**src/sv/sbcc_pkg.sv**
```systemverilog
// Package for the SCSI block command checker: codes, the command and result
// structures and the decode types. No dependencies.
`default_nettype none
package sbcc_pkg;
  localparam logic [3:0] ERR_GOOD      = 4'd0;
  localparam logic [3:0] ERR_CHANGED   = 4'd1;
  localparam logic [3:0] ERR_NOT_READY = 4'd2;
  localparam logic [3:0] ERR_FIELD     = 4'd3;
  localparam logic [3:0] ERR_RANGE     = 4'd4;
  localparam logic [3:0] ERR_PROTECT   = 4'd5;
  localparam logic [3:0] ERR_NO_MEDIUM = 4'd6;
  localparam logic [3:0] ERR_EJECT     = 4'd7;
  localparam logic [3:0] ERR_OPCODE    = 4'd8;

  localparam logic [1:0] PH_STATUS = 2'd0;
  localparam logic [1:0] PH_IN     = 2'd1;
  localparam logic [1:0] PH_OUT    = 2'd2;

  // Operation classes found by the front end.
  localparam logic [3:0] OP_NONE   = 4'd0;
  localparam logic [3:0] OP_CHANGE = 4'd1;
  localparam logic [3:0] OP_FORMAT = 4'd2;
  localparam logic [3:0] OP_XFER   = 4'd3;
  localparam logic [3:0] OP_SEEK   = 4'd4;
  localparam logic [3:0] OP_LONG   = 4'd5;
  localparam logic [3:0] OP_CAP    = 4'd6;
  localparam logic [3:0] OP_STSP   = 4'd7;
  localparam logic [3:0] OP_DIAG   = 4'd8;
  localparam logic [3:0] OP_LOCK   = 4'd9;
  localparam logic [3:0] OP_BADOP  = 4'd10;
  localparam logic [3:0] OP_BADSA  = 4'd11;

  localparam logic [1:0] K_READ   = 2'd0;
  localparam logic [1:0] K_WRITE  = 2'd1;
  localparam logic [1:0] K_VERIFY = 2'd2;

  localparam logic [2:0] REG_TOTAL   = 3'd0;
  localparam logic [2:0] REG_SHIFT   = 3'd1;
  localparam logic [2:0] REG_PROTECT = 3'd2;
  localparam logic [2:0] REG_READY   = 3'd3;
  localparam logic [2:0] REG_REMOV   = 3'd4;

  localparam int QDEPTH = 2;

  typedef struct packed {
    logic [3:0]  op;
    logic [1:0]  kind;
    logic        wide;
    logic [63:0] start;
    logic [32:0] count;
    logic        len_nz;
    logic        bytchk;
    logic        fmt_bad;
    logic        diag_bad;
    logic [7:0]  b4;
  } cls_t;

  typedef struct packed {
    logic [47:0] block_total;
    logic [3:0]  sector_shift;
    logic        wr_protect;
    logic        medium_ready;
    logic        removable;
  } cfg_t;

  typedef struct packed {
    logic [3:0]  error;
    logic [1:0]  phase;
    logic [63:0] start_block;
    logic [31:0] block_count;
    logic [12:0] transfer_bytes;
    logic [63:0] last_block;
    logic [12:0] block_bytes;
    logic        flush_request;
    logic        eject_request;
    logic        unit_stopped;
  } res_t;
endpackage
`default_nettype wire

```
**src/sv/sbcc_back.sv**
```systemverilog
// Back end of the SCSI block command checker: executes class records against
// the configuration and unit state, and holds the result register. Uses sbcc_pkg.
`default_nettype none
module sbcc_back (
  input  wire logic          clk,
  input  wire logic          rst_n,
  input  sbcc_pkg::cfg_t     cfg,
  input  wire logic          q_valid,
  input  sbcc_pkg::cls_t     q_data,
  output logic               q_pop,
  output logic               out_tvalid,
  input  wire logic          out_tready,
  output sbcc_pkg::res_t     res
);
  sbcc_pkg::res_t r, res_r;
  logic vld_r;
  logic lock_r, lock_nxt, stop_r, stop_nxt, pend_r, pend_nxt;
  logic [64:0] tot, endb;
  logic [12:0] bb;
  logic [47:0] lastb;
  logic st, ld;

  assign tot = {17'd0, cfg.block_total};
  assign endb = {1'b0, q_data.start} + {32'd0, q_data.count};
  assign lastb = cfg.block_total - 48'd1;
  assign st = q_data.b4[0];
  assign ld = q_data.b4[1];

  always_comb begin
    case (cfg.sector_shift)
      4'd10: bb = 13'd1024;
      4'd11: bb = 13'd2048;
      4'd12, 4'd13, 4'd14, 4'd15: bb = 13'd4096;
      default: bb = 13'd512;
    endcase
  end

  always_comb begin
    r = '0;
    lock_nxt = lock_r;
    stop_nxt = stop_r;
    pend_nxt = pend_r;
    if (q_data.op == sbcc_pkg::OP_CHANGE) begin
      if (cfg.removable) pend_nxt = 1'b1;
    end else if (pend_r) begin
      pend_nxt = 1'b0;
      r.error = sbcc_pkg::ERR_CHANGED;
    end else begin
      case (q_data.op)
        sbcc_pkg::OP_FORMAT: begin
          if (!cfg.medium_ready) r.error = sbcc_pkg::ERR_NOT_READY;
          else if (q_data.fmt_bad) r.error = sbcc_pkg::ERR_FIELD;
        end
        sbcc_pkg::OP_XFER: begin
          r.start_block = q_data.start;
          r.block_count = q_data.count[31:0];
          if ({1'b0, q_data.start} > tot || endb > tot) r.error = sbcc_pkg::ERR_RANGE;
          else if (q_data.count == 33'd0) r.error = sbcc_pkg::ERR_GOOD;
          else if (q_data.kind == sbcc_pkg::K_VERIFY && !q_data.bytchk) begin
            if (!cfg.medium_ready) r.error = sbcc_pkg::ERR_NOT_READY;
          end else if (!cfg.medium_ready) r.error = sbcc_pkg::ERR_NOT_READY;
          else if ({1'b0, q_data.start} >= tot) r.error = sbcc_pkg::ERR_FIELD;
          else if (q_data.kind == sbcc_pkg::K_WRITE && cfg.wr_protect)
            r.error = sbcc_pkg::ERR_PROTECT;
          else begin
            r.transfer_bytes = bb;
            r.phase = (q_data.kind == sbcc_pkg::K_READ) ? sbcc_pkg::PH_IN
                                                         : sbcc_pkg::PH_OUT;
          end
        end
        sbcc_pkg::OP_SEEK: begin
          r.start_block = q_data.start;
          if ({1'b0, q_data.start} > tot) r.error = sbcc_pkg::ERR_RANGE;
          else if (!cfg.medium_ready) r.error = sbcc_pkg::ERR_NOT_READY;
        end
        sbcc_pkg::OP_LONG: begin
          if (q_data.len_nz) r.error = sbcc_pkg::ERR_FIELD;
          else begin
            r.start_block = q_data.start;
            if ({1'b0, q_data.start} > tot) r.error = sbcc_pkg::ERR_RANGE;
          end
        end
        sbcc_pkg::OP_CAP: begin
          if (!cfg.medium_ready) r.error = sbcc_pkg::ERR_NOT_READY;
          else if (cfg.block_total == 48'd0) r.error = sbcc_pkg::ERR_NO_MEDIUM;
          else begin
            if (!q_data.wide && lastb[47:32] != 16'd0) r.last_block = 64'hFFFF_FFFF;
            else r.last_block = {16'd0, lastb};
            r.block_bytes = bb;
            r.transfer_bytes = q_data.wide ? 13'd14 : 13'd8;
            r.phase = sbcc_pkg::PH_IN;
          end
        end
        sbcc_pkg::OP_STSP: begin
          if (!ld) stop_nxt = !st;
          if (!st) begin
            r.flush_request = 1'b1;
            if (ld) begin
              if (lock_r || !cfg.medium_ready || !cfg.removable)
                r.error = sbcc_pkg::ERR_EJECT;
              else begin
                r.eject_request = 1'b1;
                stop_nxt = 1'b1;
                lock_nxt = 1'b0;
              end
            end
          end
        end
        sbcc_pkg::OP_DIAG: if (q_data.diag_bad) r.error = sbcc_pkg::ERR_FIELD;
        sbcc_pkg::OP_LOCK: begin
          if (!cfg.medium_ready) r.error = sbcc_pkg::ERR_NOT_READY;
          else lock_nxt = q_data.b4[0];
        end
        sbcc_pkg::OP_BADSA: r.error = sbcc_pkg::ERR_FIELD;
        default: r.error = sbcc_pkg::ERR_OPCODE;
      endcase
    end
    r.unit_stopped = stop_nxt;
  end

  assign q_pop = q_valid && (!vld_r || out_tready);
  assign out_tvalid = vld_r;
  assign res = res_r;

  always_ff @(posedge clk) begin
    if (q_pop) res_r <= r;
  end

  always_ff @(posedge clk) begin
    if (!rst_n) begin
      vld_r <= 1'b0;
      lock_r <= 1'b0;
      stop_r <= 1'b0;
      pend_r <= 1'b0;
    end else begin
      if (q_pop) begin
        vld_r <= 1'b1;
        lock_r <= lock_nxt;
        stop_r <= stop_nxt;
        pend_r <= pend_nxt;
      end else if (out_tready) begin
        vld_r <= 1'b0;
      end
    end
  end

  a_err_clean: assert property (@(posedge clk) disable iff (!rst_n)
    (vld_r && res_r.error != sbcc_pkg::ERR_GOOD) |->
    (res_r.phase == sbcc_pkg::PH_STATUS && res_r.transfer_bytes == 13'd0))
    else $error("error result with data phase");
  a_eject_stops: assert property (@(posedge clk) disable iff (!rst_n)
    (vld_r && res_r.eject_request) |-> res_r.unit_stopped)
    else $error("eject without stop");
  a_hold: assert property (@(posedge clk) disable iff (!rst_n)
    (vld_r && !out_tready) |=> $stable(res_r)) else $error("result changed in stall");
endmodule
`default_nettype wire

```
**config.mk**
```make
export PLATFORM = sky130hd
export DESIGN_NAME = sbcc_back
export DESIGN_NICKNAME = d
export VERILOG_FILES = /design/src/sv/sbcc_pkg.sv /design/src/sv/sbcc_back.sv
export SDC_FILE = /design/constraint.sdc
export NUM_CORES = 1
export LEC_CHECK = 0
export ABC_AREA = 0
export BUFFER_PORTS_ARGS = -buffer_cell sky130_fd_sc_hd__clkbuf_2
export CELL_PAD_IN_SITES_DETAIL_PLACEMENT = 1
export CELL_PAD_IN_SITES_GLOBAL_PLACEMENT = 2
export CORE_MARGIN = 2
export CORE_UTILIZATION = 24
export DETAILED_ROUTE_END_ITERATION = 16
export HOLD_SLACK_MARGIN = 0.03
export PLACE_DENSITY = 0.65
export SLEW_MARGIN = 30
export SYNTH_ARGS = -nofsm -noshare
export SYNTH_HDL_FRONTEND = slang
export SYNTH_SLANG_ARGS = --single-unit
```
**constraint.sdc**
```tcl
create_clock -name clk -period 10.4 [get_ports clk]
set_clock_uncertainty 0.15 [all_clocks]
set_input_delay 2.08 -clock clk [delete_from_list [all_inputs] [get_ports clk]]
set_output_delay 2.08 -clock clk [all_outputs]
set_load 0.005 [all_outputs]
```
==> impl_metrics.py <==
metrics = {
    "logic_synthesis": {
        "ys_ff_latch": 167,
        "syn-mean-instance-area_um2": 9.71,
        "synth_edf_count": 163,
        "synthSimpleGateAreaFrac": 0.208,
        "yosys-mux-area-fraction": 0.00255,
        "synthDistinctLibCells": 76,
        "ys.flop_type": "edfxtp_1",
        "async_flop_share": 0,
        "ys_seq_area_frac": 0.405,
        "synth_top_family_by_area": "simple AND/OR/NAND/NOR gates",
        "syn_inst": 1265,
        "netlist_area_mm2": 0.0123,
        "synthTopCellsByArea": "edfxtp_1 (40%), ha_1 (13%), and2_1 (4.9%), a21oi_1 (4.7%), xnor2_1 (4.5%)",
        "ys_warn_count": 0,
        "synth_fa_ha_area_frac": 0.134,
        "synth_top_area_share": 0.398,
        "yosys.area_share.xor_xnor": 0.0606,
        "yosys.area.top_type": "edfxtp_1",
        "synth_compound_area_frac": 0.135,
    },
    "critical_path": {
        "cp.depth": 22,
        "slowest_stage": "a21boi_0",
        "cp_max_fo": 6,
        "critical_path_class": "in2reg",
        "critPathCapture": "res[90]",
        "cp_num_buf_inv": 3,
        "reg2reg_depth": 5,
        "cp_top_family": "compound AO/OA/AOI/OAI gates",
        "arrival_ps": 7890,
        "cp_cell_sequence": "clkbuf_2, ha_1, inv_1, fa_1, nand2b_1, a21oi_1, o211ai_1, a311oi_1, o21ai_0, a21boi_0, nand3_1, xnor2_1, ha_1, a211oi_1, o21ai_0, a2111o_1, nor4b_1, a311oi_1, a211oi_1, buf_4, nand4_1, nor4_1",
        "max_stage_delay_ps": 530,
        "critPathRequiredTime_ps": 10560,
        "r2r_end": "res[44]",
        "r2r_setup_slack_ps": 7480,
        "startpoint": "q_data[12]",
        "end_kind": "register",
        "r2r-start": "out_tvalid",
        "start_kind": "primary input",
    },
    "timing": {
        "fmax_mhz": 129,
        "fin_crit_sh": 0.743,
        "finalHoldViolCount": 0,
        "worst_pin_slew_ps": 883,
        "whs_ps": 364,
        "rsz0062_at_grt": "no",
        "finalSetupViolations": 0,
        "slew_viol_final": 0,
        "period_needed_ps": 7730,
        "slew_headroom": 0.411,
        "final.setup.tns_ps": 0,
    },
    "route": {
        "antenna_left": 0,
        "via_per_inst": 4.75,
        "drc": 0,
        "drtIter0Drc": 415,
        "wl_per_cell_um": 20.5,
        "wl_um": 46900,
        "dr_total_vias": 10846,
        "dr.pass1.iters": 4,
    },
    "placed_design": {
        "gp_congestion": 0.842,
        "dp_hpwl_um": 38700,
        "numPortBuffers": 334,
    },
    "cts": {
        "cts_hold_buf": 0,
        "clkTransAtPathRegs_ps": 70,
        "post_cts_resized": 0,
        "post_cts_buffers": 0,
        "numCtsBuffers": 17,
        "cts-htree-levels": 4,
        "cts_tree": "done",
        "cts-root-buf": "clkbuf_16",
        "clk_latency_ps": 480,
        "cts_sinks": 167,
        "clockBufferDepth": 2,
    },
    "floorplan": {
        "initial_utilization": 0.244,
        "rows": 82,
        "die_h_um": 230,
        "die_x_um": 230,
        "ios": 372,
        "coreArea_mm2": 0.0504,
        "die-area_mm2": 0.0530,
    },
    "grt": {
        "grt_pass1_vias": 11367,
        "grt-busiest-layer": "met2",
        "grt-ovfl-total": 0,
        "met2_usage": 0.284,
        "met3_usage": 0.0386,
        "grt_pass1_wl_um": 69700,
        "antenna_found_initial": 8,
        "grt_use_met1": 0.234,
        "grt_max_degree": 62,
        "grtUsageTotal": 0.177,
    },
    "power": {
        "p_leak_nw": 6.55,
        "powerDensity_mw_per_mm2": 126,
        "peakVddDrop_uv": 105,
    },
    "cells_and_area": {
        "nets": 1896,
        "layout-drive-gt1-share": 0.248,
        "area_delta_synth_final_pct": 23.8,
        "fill_cells": 5869,
    },
    "min_path": {
        "holdCritPathClass": "reg2reg",
    },
    "flow_run": {
        "cap_violations": 0,
    },
    "outcome": {
        "status": "complete, no violations",
    },
}
registers in the layout, indices dropped and copies added (netlist names):
name,cells
res,163
lock_r,1
out_tvalid,1
pend_r,1
stop_r,1
worst min-delay path by stage:
stage | start | to | cells after the start
after floorplan | stop_r | stop_r | 2
after global placement | stop_r | stop_r | 2
after detailed placement | out_tvalid | out_tvalid | 2
after CTS | out_tvalid | out_tvalid | 2
after global routing | stop_r | stop_r | 2
final | out_tvalid | out_tvalid | 2
per-layer routing:
layer / routed length, um / up-vias
met5: 13 / -
met4: 756 / 2
met3: 2120 / 38
met2: 21700 / 256
met1: 22300 / 5276
li1: - / 5274
where the power goes:
part / internal (mW) / leakage (nW) / switching, mW / total (mW)
clock: 0.360 / 0.274 / 0.301 / 0.661
sequential: 0.780 / 1.65 / 0.0126 / 0.793
combinational: 0.178 / 4.62 / 0.279 / 0.457
worst reg2reg max path: cells and delay by family, from the launching register on:
family	cells	cell delay, ps
buffers and inverters	3	1750
and+or+nand+nor	2	290
DFF	1	310
synth_stat cells, drive strengths merged (29+ instances only):
library cell,n
buf,42
o21ai,38
nand4,40
xnor2,63
nand2,92
inv,69
nand3,37
nor4,29
nor2,79
nor3,32
and2,97
ha,130
a21oi,116
edfxtp,163
through the flow:
stage,power [mW],instances,util,area (um2),setup WS [ps]
6_report,1.91,2283,0.302,15200,2670
5_1_grt,2.02,2282,0.302,15200,2120
4_1_cts,1.94,2275,0.301,15200,2570
3_5_place_dp,1.27,2243,0.290,14600,2040
3_3_place_gp,1.26,2243,0.290,14600,2070
2_1_floorplan,1.08,1295,-,12400,2680
cells by family after synthesis:
family	Yosys count
buffers and inverters	139
AOI/OAI and AO/OA	264
adders and majority gates	131
other	1
xor gates and xnor gates	85
and+or+nand+nor	475
DFF	167
muxes	3
placed cells by master, fill, tap and decap left out, types with 37 or more instances in the layout:
cell type and instances:
a21oi_1 116, and2_1 97, clkbuf_2 334, edfxtp_1 163
ha_1 130, inv_1 68, nand2_1 91, nand3_1 37
nand4_1 40, nor2_1 78, o21ai_0 38, xnor2_1 63
final cells by class:
| type | instances | area [um2] | area share |
|---|---|---|---|
| Antenna cell | 8 | 20.0 | 0.00132 |
| Inverter | 69 | 264 | 0.0174 |
| Sequential cell | 167 | 4970 | 0.327 |
| Multi-Input combinational cell | 989 | 6770 | 0.445 |
| Timing Repair Buffer | 346 | 1760 | 0.116 |
| Clock inverter | 11 | 124 | 0.00815 |
| Tap cell | 672 | 841 | 0.0553 |
| Clock buffer | 21 | 450 | 0.0296 |
No activity file was read; power rests on OpenSTA's default activity.
